**src/design/rtd2t_pkg.sv**
```systemverilog
// shared types, constants and the temperature table of the pt100 converter
// no dependencies; used by every other file of the block
`default_nettype none

package rtd2t_pkg;

  // one table step is 10 ohm in 1/1024 ohm units
  localparam int unsigned STEP_Q = 10240;

  // field widths
  localparam int unsigned RES_W  = 18;
  localparam int unsigned K_W    = 5;
  localparam int unsigned F_W    = 16;
  localparam int unsigned T_W    = 20;
  localparam int unsigned IDX_W  = 6;
  localparam int unsigned DIFF_W = 22;

  // divide by ten: floor(x * 205 / 2^11), exact for 8-bit x
  localparam logic [15:0] RECIP10    = 16'd205;
  localparam int unsigned RECIP10_SH = 11;
  // divide by five: floor(x * 838861 / 2^22), exact for 19-bit x
  localparam logic [38:0] RECIP5     = 39'd838861;
  localparam int unsigned RECIP5_SH  = 22;

  // how a sample is handled by the back end
  typedef enum logic [1:0] {
    CLS_RANGE  = 2'd0,
    CLS_EXACT  = 2'd1,
    CLS_LINEAR = 2'd2,
    CLS_QUAD   = 2'd3
  } cls_e;

  // classified sample travelling through the queue
  typedef struct packed {
    cls_e             cls;
    logic [K_W-1:0]   k;
    logic [F_W-1:0]   frac;
  } item_t;

  // table word in millidegrees; entry i belongs to i*10 ohm
  function automatic logic signed [T_W-1:0] temp_word(input logic [IDX_W-1:0] idx);
    logic signed [T_W-1:0] w;
    case (idx)
      6'd0:    w = -20'sd500000;
      6'd1:    w = -20'sd219415;
      6'd2:    w = -20'sd196509;
      6'd3:    w = -20'sd173118;
      6'd4:    w = -20'sd149304;
      6'd5:    w = -20'sd125122;
      6'd6:    w = -20'sd100617;
      6'd7:    w = -20'sd75827;
      6'd8:    w = -20'sd50781;
      6'd9:    w = -20'sd25501;
      6'd10:   w = 20'sd0;
      6'd11:   w = 20'sd25686;
      6'd12:   w = 20'sd51571;
      6'd13:   w = 20'sd77660;
      6'd14:   w = 20'sd103958;
      6'd15:   w = 20'sd130469;
      6'd16:   w = 20'sd157198;
      6'd17:   w = 20'sd184152;
      6'd18:   w = 20'sd211336;
      6'd19:   w = 20'sd238756;
      6'd20:   w = 20'sd266419;
      default: w = 20'sd0;
    endcase
    return w;
  endfunction

endpackage

`default_nettype wire

```
**src/design/rtd2t_in_if.sv**
```systemverilog
// sample channel: valid/ready handshake carrying one resistance sample
// depends on rtd2t_pkg for the field width
`default_nettype none

interface rtd2t_in_if;
  logic                               valid;
  logic                               ready;
  logic [rtd2t_pkg::RES_W-1:0]        resistance_q;

  modport source (output valid, output resistance_q, input ready);
  modport sink   (input valid, input resistance_q, output ready);
endinterface

`default_nettype wire

```
**src/design/rtd2t_out_if.sv**
```systemverilog
// result channel: valid/ready handshake carrying temperature and range flag
// depends on rtd2t_pkg for the field width
`default_nettype none

interface rtd2t_out_if;
  logic                               valid;
  logic                               ready;
  logic signed [rtd2t_pkg::T_W-1:0]   temperature_mdeg;
  logic                               out_of_range;

  modport source (output valid, output temperature_mdeg, output out_of_range, input ready);
  modport sink   (input valid, input temperature_mdeg, input out_of_range, output ready);
endinterface

`default_nettype wire

```
**src/design/rtd2t_front.sv**
```systemverilog
// front end: splits a sample into span index and 16-bit fraction, classifies it
// depends on rtd2t_pkg and rtd2t_in_if
`default_nettype none

module rtd2t_front #(
  parameter int unsigned TABLE_ENTRIES = 21
) (
  input  wire logic                clk_i,
  input  wire logic                rst_ni,
  rtd2t_in_if.sink                 in_i,
  output logic                     push_valid_o,
  input  wire logic                push_ready_i,
  output rtd2t_pkg::item_t         push_item_o
);

  localparam logic [19:0] QMAX = 20'((TABLE_ENTRIES - 1) * rtd2t_pkg::STEP_Q);
  localparam logic [rtd2t_pkg::IDX_W-1:0] KTOP = rtd2t_pkg::IDX_W'(TABLE_ENTRIES - 1);

  // whole ohms, divided by ten for the span index
  logic [7:0]                   units;
  logic [15:0]                  div_prod;
  logic [rtd2t_pkg::K_W-1:0]    k_calc;
  logic [7:0]                   k_x10;
  logic [7:0]                   rem_full;
  logic                         oor_calc;

  assign units    = in_i.resistance_q[17:10];
  assign div_prod = {8'b0, units} * rtd2t_pkg::RECIP10;
  assign k_calc   = div_prod[15:rtd2t_pkg::RECIP10_SH];
  assign k_x10    = {3'b0, k_calc} * 8'd10;
  assign rem_full = units - k_x10;
  assign oor_calc = ({2'b0, in_i.resistance_q} < 20'(rtd2t_pkg::STEP_Q))
                 || ({2'b0, in_i.resistance_q} > QMAX);

  // split stage registers
  logic                         valid_q;
  logic [rtd2t_pkg::K_W-1:0]    k_q;
  logic [3:0]                   rem_q;
  logic [9:0]                   low_q;
  logic                         oor_q;

  assign in_i.ready = !valid_q || push_ready_i;

  always_ff @(posedge clk_i or negedge rst_ni) begin
    if (!rst_ni) begin
      valid_q <= 1'b0;
    end else if (in_i.ready) begin
      valid_q <= in_i.valid;
    end
  end

  always_ff @(posedge clk_i) begin
    if (in_i.valid && in_i.ready) begin
      k_q   <= k_calc;
      rem_q <= rem_full[3:0];
      low_q <= in_i.resistance_q[9:0];
      oor_q <= oor_calc;
    end
  end

  // fraction = floor(r * 32 / 5)
  logic [13:0]  rem_r;
  logic [18:0]  rem_x32;
  logic [38:0]  frac_prod;

  assign rem_r     = {rem_q, low_q};
  assign rem_x32   = {rem_r, 5'b0};
  assign frac_prod = {20'b0, rem_x32} * rtd2t_pkg::RECIP5;

  // classification of the span
  always_comb begin
    push_item_o.k    = k_q;
    push_item_o.frac = frac_prod[rtd2t_pkg::RECIP5_SH +: rtd2t_pkg::F_W];
    if (oor_q) begin
      push_item_o.cls = rtd2t_pkg::CLS_RANGE;
    end else if (rem_r == 14'd0 || {1'b0, k_q} >= KTOP) begin
      push_item_o.cls = rtd2t_pkg::CLS_EXACT;
    end else if (k_q == rtd2t_pkg::K_W'(1)) begin
      push_item_o.cls = rtd2t_pkg::CLS_LINEAR;
    end else begin
      push_item_o.cls = rtd2t_pkg::CLS_QUAD;
    end
  end

  assign push_valid_o = valid_q;

endmodule

`default_nettype wire

```
**src/design/rtd2t_fifo.sv**
```systemverilog
// two-entry queue of classified samples between front and back end
// depends on rtd2t_pkg
`default_nettype none

module rtd2t_fifo (
  input  wire logic                clk_i,
  input  wire logic                rst_ni,
  input  wire logic                push_valid_i,
  output logic                     push_ready_o,
  input  rtd2t_pkg::item_t         push_item_i,
  output logic                     pop_valid_o,
  input  wire logic                pop_ready_i,
  output rtd2t_pkg::item_t         pop_item_o
);

  rtd2t_pkg::item_t  entry_q [2];
  logic              wr_ptr_q;
  logic              rd_ptr_q;
  logic [1:0]        count_q;
  logic              push;
  logic              pop;

  assign push_ready_o = (count_q != 2'd2);
  assign pop_valid_o  = (count_q != 2'd0);
  assign push         = push_valid_i && push_ready_o;
  assign pop          = pop_valid_o && pop_ready_i;
  assign pop_item_o   = entry_q[rd_ptr_q];

  // pointers and fill level
  always_ff @(posedge clk_i or negedge rst_ni) begin
    if (!rst_ni) begin
      wr_ptr_q <= 1'b0;
      rd_ptr_q <= 1'b0;
      count_q  <= 2'd0;
    end else begin
      if (push) begin
        wr_ptr_q <= !wr_ptr_q;
      end
      if (pop) begin
        rd_ptr_q <= !rd_ptr_q;
      end
      if (push && !pop) begin
        count_q <= count_q + 2'd1;
      end else if (pop && !push) begin
        count_q <= count_q - 2'd1;
      end
    end
  end

  // storage
  always_ff @(posedge clk_i) begin
    if (push) begin
      entry_q[wr_ptr_q] <= push_item_i;
    end
  end

endmodule

`default_nettype wire

```
**src/design/rtd2t_back.sv**
```systemverilog
// back end: table lookup, interpolation products, rounding and saturation
// depends on rtd2t_pkg and rtd2t_out_if
`default_nettype none

module rtd2t_back (
  input  wire logic                clk_i,
  input  wire logic                rst_ni,
  input  wire logic                pop_valid_i,
  output logic                     pop_ready_o,
  input  rtd2t_pkg::item_t         pop_item_i,
  rtd2t_out_if.source              out_o
);

  localparam int unsigned IW = rtd2t_pkg::IDX_W;
  localparam int unsigned TW = rtd2t_pkg::T_W;
  localparam int unsigned DW = rtd2t_pkg::DIFF_W;
  localparam int unsigned FW = rtd2t_pkg::F_W;

  logic rdy1;
  logic rdy2;
  logic rdy_out;

  // stage 1: table words, differences, fraction squared
  logic [IW-1:0]          idx_c;
  logic signed [TW-1:0]   word_p;
  logic signed [TW-1:0]   word_c;
  logic signed [TW-1:0]   word_n;
  logic signed [DW-1:0]   diff_calc;
  logic signed [DW-1:0]   curv_calc;
  logic [2*FW-1:0]        sq_calc;

  assign idx_c  = {1'b0, pop_item_i.k};
  assign word_c = rtd2t_pkg::temp_word(idx_c);
  assign word_p = rtd2t_pkg::temp_word(idx_c - IW'(1));
  assign word_n = rtd2t_pkg::temp_word(idx_c + IW'(1));

  always_comb begin
    if (pop_item_i.cls == rtd2t_pkg::CLS_LINEAR) begin
      diff_calc = DW'(word_n) - DW'(word_c);
    end else begin
      diff_calc = DW'(word_n) - DW'(word_p);
    end
  end

  assign curv_calc = DW'(word_p) - (DW'(word_c) <<< 1) + DW'(word_n);
  assign sq_calc   = {{FW{1'b0}}, pop_item_i.frac} * {{FW{1'b0}}, pop_item_i.frac};

  logic                   valid1_q;
  rtd2t_pkg::cls_e        cls1_q;
  logic [FW-1:0]          frac1_q;
  logic signed [TW-1:0]   base1_q;
  logic signed [DW-1:0]   diff1_q;
  logic signed [DW-1:0]   curv1_q;
  logic [2*FW-1:0]        sq1_q;

  assign pop_ready_o = rdy1;

  always_ff @(posedge clk_i or negedge rst_ni) begin
    if (!rst_ni) begin
      valid1_q <= 1'b0;
    end else if (rdy1) begin
      valid1_q <= pop_valid_i;
    end
  end

  always_ff @(posedge clk_i) begin
    if (pop_valid_i && rdy1) begin
      cls1_q  <= pop_item_i.cls;
      frac1_q <= pop_item_i.frac;
      base1_q <= word_c;
      diff1_q <= diff_calc;
      curv1_q <= curv_calc;
      sq1_q   <= sq_calc;
    end
  end

  // stage 2: slope and curvature products
  logic signed [FW+DW:0]     slope_calc;
  logic signed [2*FW+DW:0]   bend_calc;

  assign slope_calc = $signed({1'b0, frac1_q}) * diff1_q;
  assign bend_calc  = $signed({1'b0, sq1_q}) * curv1_q;

  logic                      valid2_q;
  rtd2t_pkg::cls_e           cls2_q;
  logic signed [TW-1:0]      base2_q;
  logic signed [FW+DW:0]     slope2_q;
  logic signed [2*FW+DW:0]   bend2_q;

  always_ff @(posedge clk_i or negedge rst_ni) begin
    if (!rst_ni) begin
      valid2_q <= 1'b0;
    end else if (rdy2) begin
      valid2_q <= valid1_q;
    end
  end

  always_ff @(posedge clk_i) begin
    if (valid1_q && rdy2) begin
      cls2_q   <= cls1_q;
      base2_q  <= base1_q;
      slope2_q <= slope_calc;
      bend2_q  <= bend_calc;
    end
  end

  // stage 3: round, add to base word, saturate
  localparam int unsigned NW = 57;
  localparam int unsigned SW = 26;

  logic signed [NW-1:0]      quad_num;
  logic signed [NW-1:0]      quad_sh;
  logic signed [FW+DW:0]     lin_num;
  logic signed [FW+DW:0]     lin_sh;
  logic signed [SW-1:0]      temp_sum;
  logic signed [TW-1:0]      temp_sat;
  logic signed [TW-1:0]      temp_d;

  assign quad_num = (NW'(slope2_q) <<< 16) + NW'(bend2_q) + (NW'(1) <<< 32);
  assign quad_sh  = quad_num >>> 33;
  assign lin_num  = slope2_q + (FW+DW+1)'(32768);
  assign lin_sh   = lin_num >>> 16;

  always_comb begin
    if (cls2_q == rtd2t_pkg::CLS_LINEAR) begin
      temp_sum = SW'(base2_q) + SW'(lin_sh);
    end else begin
      temp_sum = SW'(base2_q) + SW'(quad_sh);
    end
    if (temp_sum > SW'(524287)) begin
      temp_sat = TW'(524287);
    end else if (temp_sum < -SW'(524288)) begin
      temp_sat = -TW'(524288);
    end else begin
      temp_sat = TW'(temp_sum);
    end
  end

  always_comb begin
    case (cls2_q)
      rtd2t_pkg::CLS_RANGE:  temp_d = '0;
      rtd2t_pkg::CLS_EXACT:  temp_d = base2_q;
      rtd2t_pkg::CLS_LINEAR: temp_d = temp_sat;
      rtd2t_pkg::CLS_QUAD:   temp_d = temp_sat;
      default:               temp_d = '0;
    endcase
  end

  // output register
  logic                   valid_o_q;
  logic signed [TW-1:0]   temp_q;
  logic                   oor_q;

  assign rdy_out = !valid_o_q || out_o.ready;
  assign rdy2    = !valid2_q || rdy_out;
  assign rdy1    = !valid1_q || rdy2;

  always_ff @(posedge clk_i or negedge rst_ni) begin
    if (!rst_ni) begin
      valid_o_q <= 1'b0;
    end else if (rdy_out) begin
      valid_o_q <= valid2_q;
    end
  end

  always_ff @(posedge clk_i) begin
    if (valid2_q && rdy_out) begin
      temp_q <= temp_d;
      oor_q  <= (cls2_q == rtd2t_pkg::CLS_RANGE);
    end
  end

  assign out_o.valid            = valid_o_q;
  assign out_o.temperature_mdeg = temp_q;
  assign out_o.out_of_range     = oor_q;

endmodule

`default_nettype wire

```
**src/design/rtd_resistance_to_temperature.sv**
```systemverilog
// PT100 resistance to temperature converter, one sample per clock when the
// result side keeps up. A sample (1/1024 ohm) is accepted when valid and ready
// are high; the result (millidegrees Celsius, or zero with out_of_range set
// below 10 ohm or above (TABLE_ENTRIES-1)*10 ohm) passes through one split
// register in the front end, one queue slot, then table, product and rounding
// stages in the back end. The pipeline is paced by its two multiplier stages in
// the back end, each taking one sample per cycle while the result side keeps up;
// a stalled result side fills the two-entry queue before the sample input drops ready.
// depends on rtd2t_pkg, rtd2t_in_if, rtd2t_out_if, rtd2t_front, rtd2t_fifo, rtd2t_back
`default_nettype none

module rtd_resistance_to_temperature #(
  parameter int unsigned TABLE_ENTRIES = 21
) (
  input  wire logic    clk_i,
  input  wire logic    rst_ni,
  rtd2t_in_if.sink     in_i,
  rtd2t_out_if.source  out_o
);

  localparam logic [rtd2t_pkg::IDX_W-1:0] KTOP = rtd2t_pkg::IDX_W'(TABLE_ENTRIES - 1);

  logic              q_push_valid;
  logic              q_push_ready;
  rtd2t_pkg::item_t  q_push_item;
  logic              q_pop_valid;
  logic              q_pop_ready;
  rtd2t_pkg::item_t  q_pop_item;

  // span split and classification
  rtd2t_front #(
    .TABLE_ENTRIES (TABLE_ENTRIES)
  ) u_front (
    .clk_i        (clk_i),
    .rst_ni       (rst_ni),
    .in_i         (in_i),
    .push_valid_o (q_push_valid),
    .push_ready_i (q_push_ready),
    .push_item_o  (q_push_item)
  );

  // decoupling queue
  rtd2t_fifo u_fifo (
    .clk_i        (clk_i),
    .rst_ni       (rst_ni),
    .push_valid_i (q_push_valid),
    .push_ready_o (q_push_ready),
    .push_item_i  (q_push_item),
    .pop_valid_o  (q_pop_valid),
    .pop_ready_i  (q_pop_ready),
    .pop_item_o   (q_pop_item)
  );

  // interpolation pipeline
  rtd2t_back u_back (
    .clk_i       (clk_i),
    .rst_ni      (rst_ni),
    .pop_valid_i (q_pop_valid),
    .pop_ready_o (q_pop_ready),
    .pop_item_i  (q_pop_item),
    .out_o       (out_o)
  );

`ifndef SYNTHESIS
  // an out-of-range result carries a zero temperature
  a_range_zero: assert property (@(posedge clk_i) disable iff (!rst_ni)
    out_o.valid && out_o.out_of_range |-> out_o.temperature_mdeg == '0)
    else $error("out-of-range result with nonzero temperature");

  // linear interpolation only in the first usable span
  a_linear_span: assert property (@(posedge clk_i) disable iff (!rst_ni)
    q_push_valid && q_push_ready && q_push_item.cls == rtd2t_pkg::CLS_LINEAR
    |-> q_push_item.k == rtd2t_pkg::K_W'(1) && q_push_item.frac != '0)
    else $error("linear class outside the first span");

  // quadratic spans have a lower and an upper neighbor and a nonzero fraction
  a_quad_span: assert property (@(posedge clk_i) disable iff (!rst_ni)
    q_push_valid && q_push_ready && q_push_item.cls == rtd2t_pkg::CLS_QUAD
    |-> q_push_item.k >= rtd2t_pkg::K_W'(2) && {1'b0, q_push_item.k} < KTOP
        && q_push_item.frac != '0)
    else $error("quadratic class outside the inner spans");
`endif

endmodule

`default_nettype wire
```
**src/flat_wrapper.sv**
```systemverilog
// flat-port wrapper written by rule: the top's interface ports become plain ports
module rtd_resistance_to_temperature_flat 
#(
  parameter int unsigned TABLE_ENTRIES = 21
)
  (clk_i, rst_ni, in_i_valid, in_i_resistance_q, in_i_ready, out_o_valid, out_o_temperature_mdeg, out_o_out_of_range, out_o_ready);
  rtd2t_in_if in_i_i ();
  rtd2t_out_if out_o_i ();
  input  wire logic clk_i;
  input  wire logic rst_ni;
  input wire logic [$bits(in_i_i.valid)-1:0] in_i_valid;
  input wire logic [$bits(in_i_i.resistance_q)-1:0] in_i_resistance_q;
  output wire logic [$bits(in_i_i.ready)-1:0] in_i_ready;
  output wire logic [$bits(out_o_i.valid)-1:0] out_o_valid;
  output wire logic [$bits(out_o_i.temperature_mdeg)-1:0] out_o_temperature_mdeg;
  output wire logic [$bits(out_o_i.out_of_range)-1:0] out_o_out_of_range;
  input wire logic [$bits(out_o_i.ready)-1:0] out_o_ready;
  assign in_i_i.valid = in_i_valid;
  assign in_i_i.resistance_q = in_i_resistance_q;
  assign in_i_ready = in_i_i.ready;
  assign out_o_valid = out_o_i.valid;
  assign out_o_temperature_mdeg = out_o_i.temperature_mdeg;
  assign out_o_out_of_range = out_o_i.out_of_range;
  assign out_o_i.ready = out_o_ready;
  rtd_resistance_to_temperature #(.TABLE_ENTRIES(TABLE_ENTRIES)) u_core (.clk_i(clk_i), .rst_ni(rst_ni), .in_i(in_i_i), .out_o(out_o_i));
endmodule
```
**config.mk**
```make
export PLATFORM = sky130hd
export DESIGN_NAME = rtd_resistance_to_temperature_flat
export DESIGN_NICKNAME = d
export VERILOG_FILES = /design/src/design/rtd2t_pkg.sv /design/src/design/rtd2t_in_if.sv /design/src/design/rtd2t_out_if.sv /design/src/design/rtd2t_front.sv /design/src/design/rtd2t_fifo.sv /design/src/design/rtd2t_back.sv /design/src/design/rtd_resistance_to_temperature.sv /design/src/flat_wrapper.sv
export SDC_FILE = /design/constraint.sdc
export NUM_CORES = 2
export LEC_CHECK = 0
export ABC_CLOCK_PERIOD_IN_PS = 18400
export BUFFER_PORTS_ARGS = -buffer_cell sky130_fd_sc_hd__buf_2
export CORE_MARGIN = 2
export CORE_UTILIZATION = 38
export CTS_CLUSTER_DIAMETER = 100
export DETAILED_ROUTE_END_ITERATION = 16
export PLACE_DENSITY_LB_ADDON = 0.2
export SYNTH_ARGS = -nofsm -noshare
export SYNTH_HDL_FRONTEND = slang
export SYNTH_SLANG_ARGS = --single-unit
```
**constraint.sdc**
```tcl
create_clock -name clk_i -period 18.4 [get_ports clk_i]
set_clock_uncertainty 0.2 [all_clocks]
set_input_delay 0.92 -clock clk_i [delete_from_list [all_inputs] [get_ports clk_i]]
set_output_delay 0.92 -clock clk_i [all_outputs]
set_load 0.02 [all_outputs]
```
# Yosys cells after proc, flatten, opt, wreduce, memory -nomap -nowiden
# Memories as Yosys holds them, arrays and structs flattened.
# Cells that the tools add are included.
[totals] regBits=279 latchBits=0 ram_bits=46 rom_bits=1920 inputBits=22 out_inout_bits=23 mem_count=4
[memory_table] memory="(name not given)" words=32 word_bits=20 rd=1 rd_clocked_by_memory_dff=0 write_ports=0 line="rtd2t_pkg.sv:43" rtl="case (idx)"
[memory_table] memory="(name not given)" words=32 word_bits=20 rd=1 rd_clocked_by_memory_dff=0 write_ports=0 line="rtd2t_pkg.sv:43"
[memory_table] memory="(name not given)" words=32 word_bits=20 rd=1 rd_clocked_by_memory_dff=0 write_ports=0 line="rtd2t_pkg.sv:43"
[memory_table] memory="u_core.u_fifo.entry_q" words=2 word_bits=23 rd=1 rd_clocked_by_memory_dff=0 write_ports=1 line="rtd2t_fifo.sv:16" rtl="rtd2t_pkg::item_t entry_q [2];"
[classes] addsub=14 mul=6 div=0 n_lt_le_gt_ge=5 eq_ne=6 shift=0 mux=14 n_bitwise=0 n_reduce_logical=26
[ops] operator="20-bit 2-to-1 mux" n=4
[ops] operator="20-bit case mux with 3 select lines" n=1
[ops] operator="56-bit by 34-bit adder with 57-bit output (second input constant)" n=1
[ops] operator="55-bit by 55-bit adder with 56-bit output" n=1
[ops] operator="33-bit by 22-bit multiplier with 55-bit output" n=1
[ops] operator="20-bit by 20-bit subtractor with 21-bit output" n=2
[ops] operator="39-bit by 17-bit adder with 39-bit output (second input constant)" n=1
[ops] operator="17-bit by 22-bit multiplier with 39-bit output" n=1
[ops] operator="14-bit by 20-bit multiplier with 33-bit output (second input constant)" n=1
[ops] operator="16-bit by 16-bit multiplier with 32-bit output" n=1
[ops] operator="26-bit by 20-bit greater-than comparator with 1-bit output (second input constant)" n=1
[ops] operator="26-bit by 20-bit < comparator with 1-bit output (second input constant)" n=1
[ops] operator="26-bit 2-to-1 mux" n=1
[ops] operator="20-bit by 24-bit adder with 25-bit output" n=1
[ops] operator="20-bit by 23-bit adder with 24-bit output" n=1
[ops] operator="22-bit by 20-bit adder with 22-bit output" n=1
[ops] operator="22-bit 2-to-1 mux" n=1
[ops] operator="20-bit by 21-bit subtractor with 22-bit output" n=1
[ops] operator="18-bit greater-than comparator (second input constant)" n=1
[ops] operator="18-bit by 14-bit < comparator with 1-bit output (second input constant)" n=1
[ops] operator="8-bit by 8-bit multiplier with 16-bit output (second input constant)" n=1
[ops] operator="14-bit logical NOT" n=1
[ops] operator="1-bit logical NOT" n=8
[ops] operator="2-bit 2-to-1 mux" n=4
[ops] operator="other kinds (17)" n=33

# Longest topological paths before layout
[logic_depth] word_depth=8 mapped_depth=31 ltp_nobuf=28

# Hierarchy
# A second synthesis with hierarchy kept.
[hier_totals] cells_unflattened=7081 hier_area_um2=66344.9
[by_module_without_submodules] mod="rtd2t_back" n_inst=1 cells_per_inst=6353 area_per_inst_um2=58240.9
[by_module_without_submodules] mod="rtd2t_front" n_inst=1 cells_per_inst=638 area_per_inst_um2=6144.6
[by_module_without_submodules] mod="rtd2t_fifo" n_inst=1 cells_per_inst=90 area_per_inst_um2=1959.4

# Worst setup path after synthesis
# Ideal clock, no wire load.
[synth_path] path_kind="reg2reg" from="reg u_core.u_fifo.rd_ptr_q" to="reg u_core.u_back.sq1_q[25], data pin" setup_time_ns=0.258 arrival_ns=7.713 required_time_ns=17.942 setup_slack_ns=10.229 path_stages_with_launch=31 n_path_buf=2 synth_period_minus_slack_ns=8.171 cell_sequence="dfrtp_1 clkbuf_1 clkbuf_1 mux2i_1 clkinv_1 nand2_1 inv_1 fa_1 inv_1 fa_1 inv_1 fa_1 inv_1 fa_1 inv_1 fa_1 inv_1 fa_1 inv_1 ha_1 a21o_1 a21o_1 a21oi_1 nor2_1 a21oi_1 o21ai_0 o221ai_1 o211ai_1 a31o_2 a21oi_1 xnor2_1"
[synth_rtl] element="start, declared" line="rtd2t_fifo.sv:18" rtl="logic rd_ptr_q;"
[synth_rtl] element="start signal, assigned" line="rtd2t_fifo.sv:40" rtl="rd_ptr_q <= !rd_ptr_q;"
[synth_rtl] element="end signal, assigned" line="rtd2t_back.sv:73" rtl="sq1_q <= sq_calc;"
[synth_rtl] element="end, declared" line="rtd2t_back.sv:54" rtl="logic [2*FW-1:0] sq1_q;"

# Final worst setup path
[layout_path] from="reg u_core.u_back.curv1_q[5]" to="reg u_core.u_back.bend2_q[48], data pin"
[layout_via] elab_chain_cells=1
[layout_rtl] element="start, declared" line="rtd2t_back.sv:53" rtl="logic signed [DW-1:0] curv1_q;"
[layout_rtl] element="start signal, assigned" line="rtd2t_back.sv:72" rtl="curv1_q <= curv_calc;"
[layout_rtl] element="33-bit by 22-bit multiplier with 55-bit output" line="rtd2t_back.sv:82" rtl="assign bend_calc = $signed({1'b0, sq1_q}) * curv1_q;"
[layout_rtl] element="via u_core.u_back.bend_calc[48]" line="rtd2t_back.sv:79" rtl="logic signed [2*FW+DW:0] bend_calc;"
[layout_rtl] element="end signal, assigned" line="rtd2t_back.sv:103" rtl="bend2_q <= bend_calc;"
[layout_rtl] element="end, declared" line="rtd2t_back.sv:88" rtl="logic signed [2*FW+DW:0] bend2_q;"
# The timed path passes the listed nets, and every way through them passes these cells.
# A chain may end at the register's enable or synchronous reset.

==> flow_summary.json <==
{
  "grt_max_degree": 55,
  "cts.sinks": 306,
  "gr-usage-all-layers_pct": 21.93,
  "post-route-min-period_ns": 8.912,
  "synth_flop_cell": "edfxtp_1",
  "cp-start-kind": "flop",
  "insertion_delay_ns": 0.63,
  "placed_cells": 9280,
  "synthTopCellsByArea": "fa_1, ha_1, edfxtp_1",
  "synth_common_cells": "inv_1, fa_1, nand2_1",
  "cts_buffers": 43,
  "cp.arrival_ns": 9.08,
  "finalHoldViolations": 0,
  "yosysMostFrequentCell": "inv_1",
  "crit_fanout": 31,
  "netlist_area_um2": 65910,
  "status": "completed",
  "drt_iter0_markers": 3158,
  "drcViolationCount": 0,
  "wire_per_inst_um": 20.06,
  "io_pins": 45,
  "cts_root_buf": "clkbuf_16",
  "relSlewSlack_pct": 15.66,
  "synth_edf_count": 298,
  "clockBufferDepth": 3,
  "drtAntennaViolNets": 0,
  "cts_resized": 0,
  "grt-ovfl-total": 0,
  "slew_viol_final": 0,
  "first_pass_iters": 5,
  "vias": 47764,
  "worstMarginPinSlew_ns": 1.265,
  "yosysWarnings": 0,
  "core_um2": 171900,
  "grt_setup_unrepaired": "false",
  "synth.avg_cell_area_um2": 9.303,
  "ys_types": 105,
  "drive_above_1_share_pct": 4.071,
  "drv_cap": 0,
  "dieArea_um2": 176800,
  "setup_tns_ns": 0,
  "min_path_type": "reg2reg",
  "die_h_um": 420.5,
  "synth_top_area_share_pct": 35.93,
  "fmax_ghz": 0.1122,
  "start_util_pct": 38.34,
  "post-dp-hpwl_um": 150700,
  "final_cells": 9361,
  "post_drt_via_cell_ratio": 5.102,
  "synthCells": 7085,
  "area_growth_pct": 6.329,
  "ys_seq_elements": 306,
  "cp-end-kind": "flop",
  "fp.dieW_um": 420.5,
  "min_period_over_period_pct": 48.44,
  "io_buffers": 44,
  "place_congestion": 0.8910,
  "finalNetCount": 8979,
  "grt_pass1_vias": 51114,
  "hold_slack_ns": 0.2198,
  "yosysTopAreaCell": "fa_1",
  "fin_util_pct": 40.76,
  "row_count": 152,
  "grt_antenna_before_repair": 2,
  "totalWireLength_um": 187800,
  "ys_seq_area_share_pct": 13.88,
  "critical_path_class": "reg2reg",
  "grt_first_pass_wirelength_um": 298900,
  "path_clk_slew_ns": 0.06,
  "crit_required_ns": 18.57,
  "cts_hold_buf": 1,
  "setup_viol": 0,
  "async_reset_ff_share_pct": 2.614,
  "post_cts_buffers": 0,
  "cts_tree": "yes",
  "h-tree-depth": 2
}
-- area by class of cell --
cell class                      count  area, um^2
Fill cell                       17243      101800
Multi-Input combinational cell   4975       49890
Sequential cell                   306        9149
Inverter                         1551        5824
Tap cell                         2310        2890
Clock buffer                       49        1141
Timing Repair Buffer              139       935.9
Clock inverter                     29       245.2
Antenna cell                        2       5.005
-- stage by stage --
stage / setup WS (ns) / instance area, um^2
CTS: 9.449 / 70080
finish: 9.488 / 70080
floorplan: 10.23 / 65930
detailed placement: 9.462 / 68680
global placement: 9.512 / 68680
global route: 8.987 / 70080
-- critical path: stages (launching register included) --
cell and delay [ns]:
edfxtp_1 1.17, nand2_1 0.18, fa_1 0.54, fa_1 0.52, inv_1 0.05, fa_1 0.47
inv_1 0.05, fa_1 0.49, fa_1 0.55, inv_1 0.05, fa_1 0.50, fa_1 0.42
ha_1 0.31, nand2_1 0.15, nor4_1 0.08, a221oi_1 0.61, o22ai_1 0.41, a31oi_2 0.38
a31oi_1 0.31, a221o_1 0.43, a211oi_2 0.27, o21bai_1 0.13, a21o_1 0.20, xor2_1 0.13
-- registers in the layout, summed over array words and instances (netlist names), 4 cells and up --
register and count:
u_core.u_back.base1_q 20, u_core.u_back.base2_q 20, u_core.u_back.bend2_q 39, u_core.u_back.curv1_q 22, u_core.u_back.diff1_q 21, u_core.u_back.frac1_q 16, u_core.u_back.out_o.temperature_mdeg 20, u_core.u_back.slope2_q 39
u_core.u_back.sq1_q 30, u_core.u_fifo.entry_q 46, u_core.u_front.k_q 5, u_core.u_front.low_q 10, u_core.u_front.rem_q 4
-- cell usage in the layout (no fill, tap or decap), drive strengths merged, types with 138 or more instances in the layout --
cell / count
inv: 1544
fa: 1183
nand2: 967
ha: 758
nor2: 334
and2: 305
edfxtp: 298
a21oi: 218
xnor2: 168
o21ai: 155
buf: 138
-- metal layers --
layer / part of all wire, % / GRT usage, %
met1: 44 / 29.76
met2: 48 / 37.14
met3: 5.4 / 2.785
met4: 2.4 / 5.224
met5: 0 / 0
-- cells by family (layout without fill, tap and decap cells) --
group | Yosys count | after routing | synth area share (%)
xor gates and xnor gates | 229 | 229 | 3.043
AOI/OAI and AO/OA | 777 | 777 | 7.865
other | 2 | 8 | 0.01139
buffers and inverters | 1808 | 1768 | 10.48
DFF | 306 | 306 | 13.88
and+or+nand+nor | 1974 | 1974 | 13.65
muxes | 48 | 48 | 0.7517
adders and majority gates | 1941 | 1941 | 50.32
-- worst paths after layout --
path	cells past startpoint	endpoint	slack (ns)	from
worst max-delay path	23	u_core.u_back.bend2_q[48]$_DFFE_PP_	9.49	u_core.u_back.curv1_q[5]$_DFFE_PP_
worst min-delay path	0	u_core.u_back.base2_q[14]$_DFFE_PP_	0.22	u_core.u_back.base1_q[14]$_DFFE_PP_
worst max register to register	23	u_core.u_back.bend2_q[48]$_DFFE_PP_	9.49	u_core.u_back.curv1_q[5]$_DFFE_PP_
worst min register to register	0	u_core.u_back.base2_q[14]$_DFFE_PP_	0.22	u_core.u_back.base1_q[14]$_DFFE_PP_
max in group asynchronous	2	u_core.u_fifo.count_q[1]$_DFFE_PN0P_	17.35	rst_ni
min in group asynchronous	2	u_core.u_back.out_o.valid$_DFFE_PN0P_	0.47	rst_ni
Power is not shown: default switching activity piles up to over one toggle a cycle in this logic, so the estimate is an artifact.
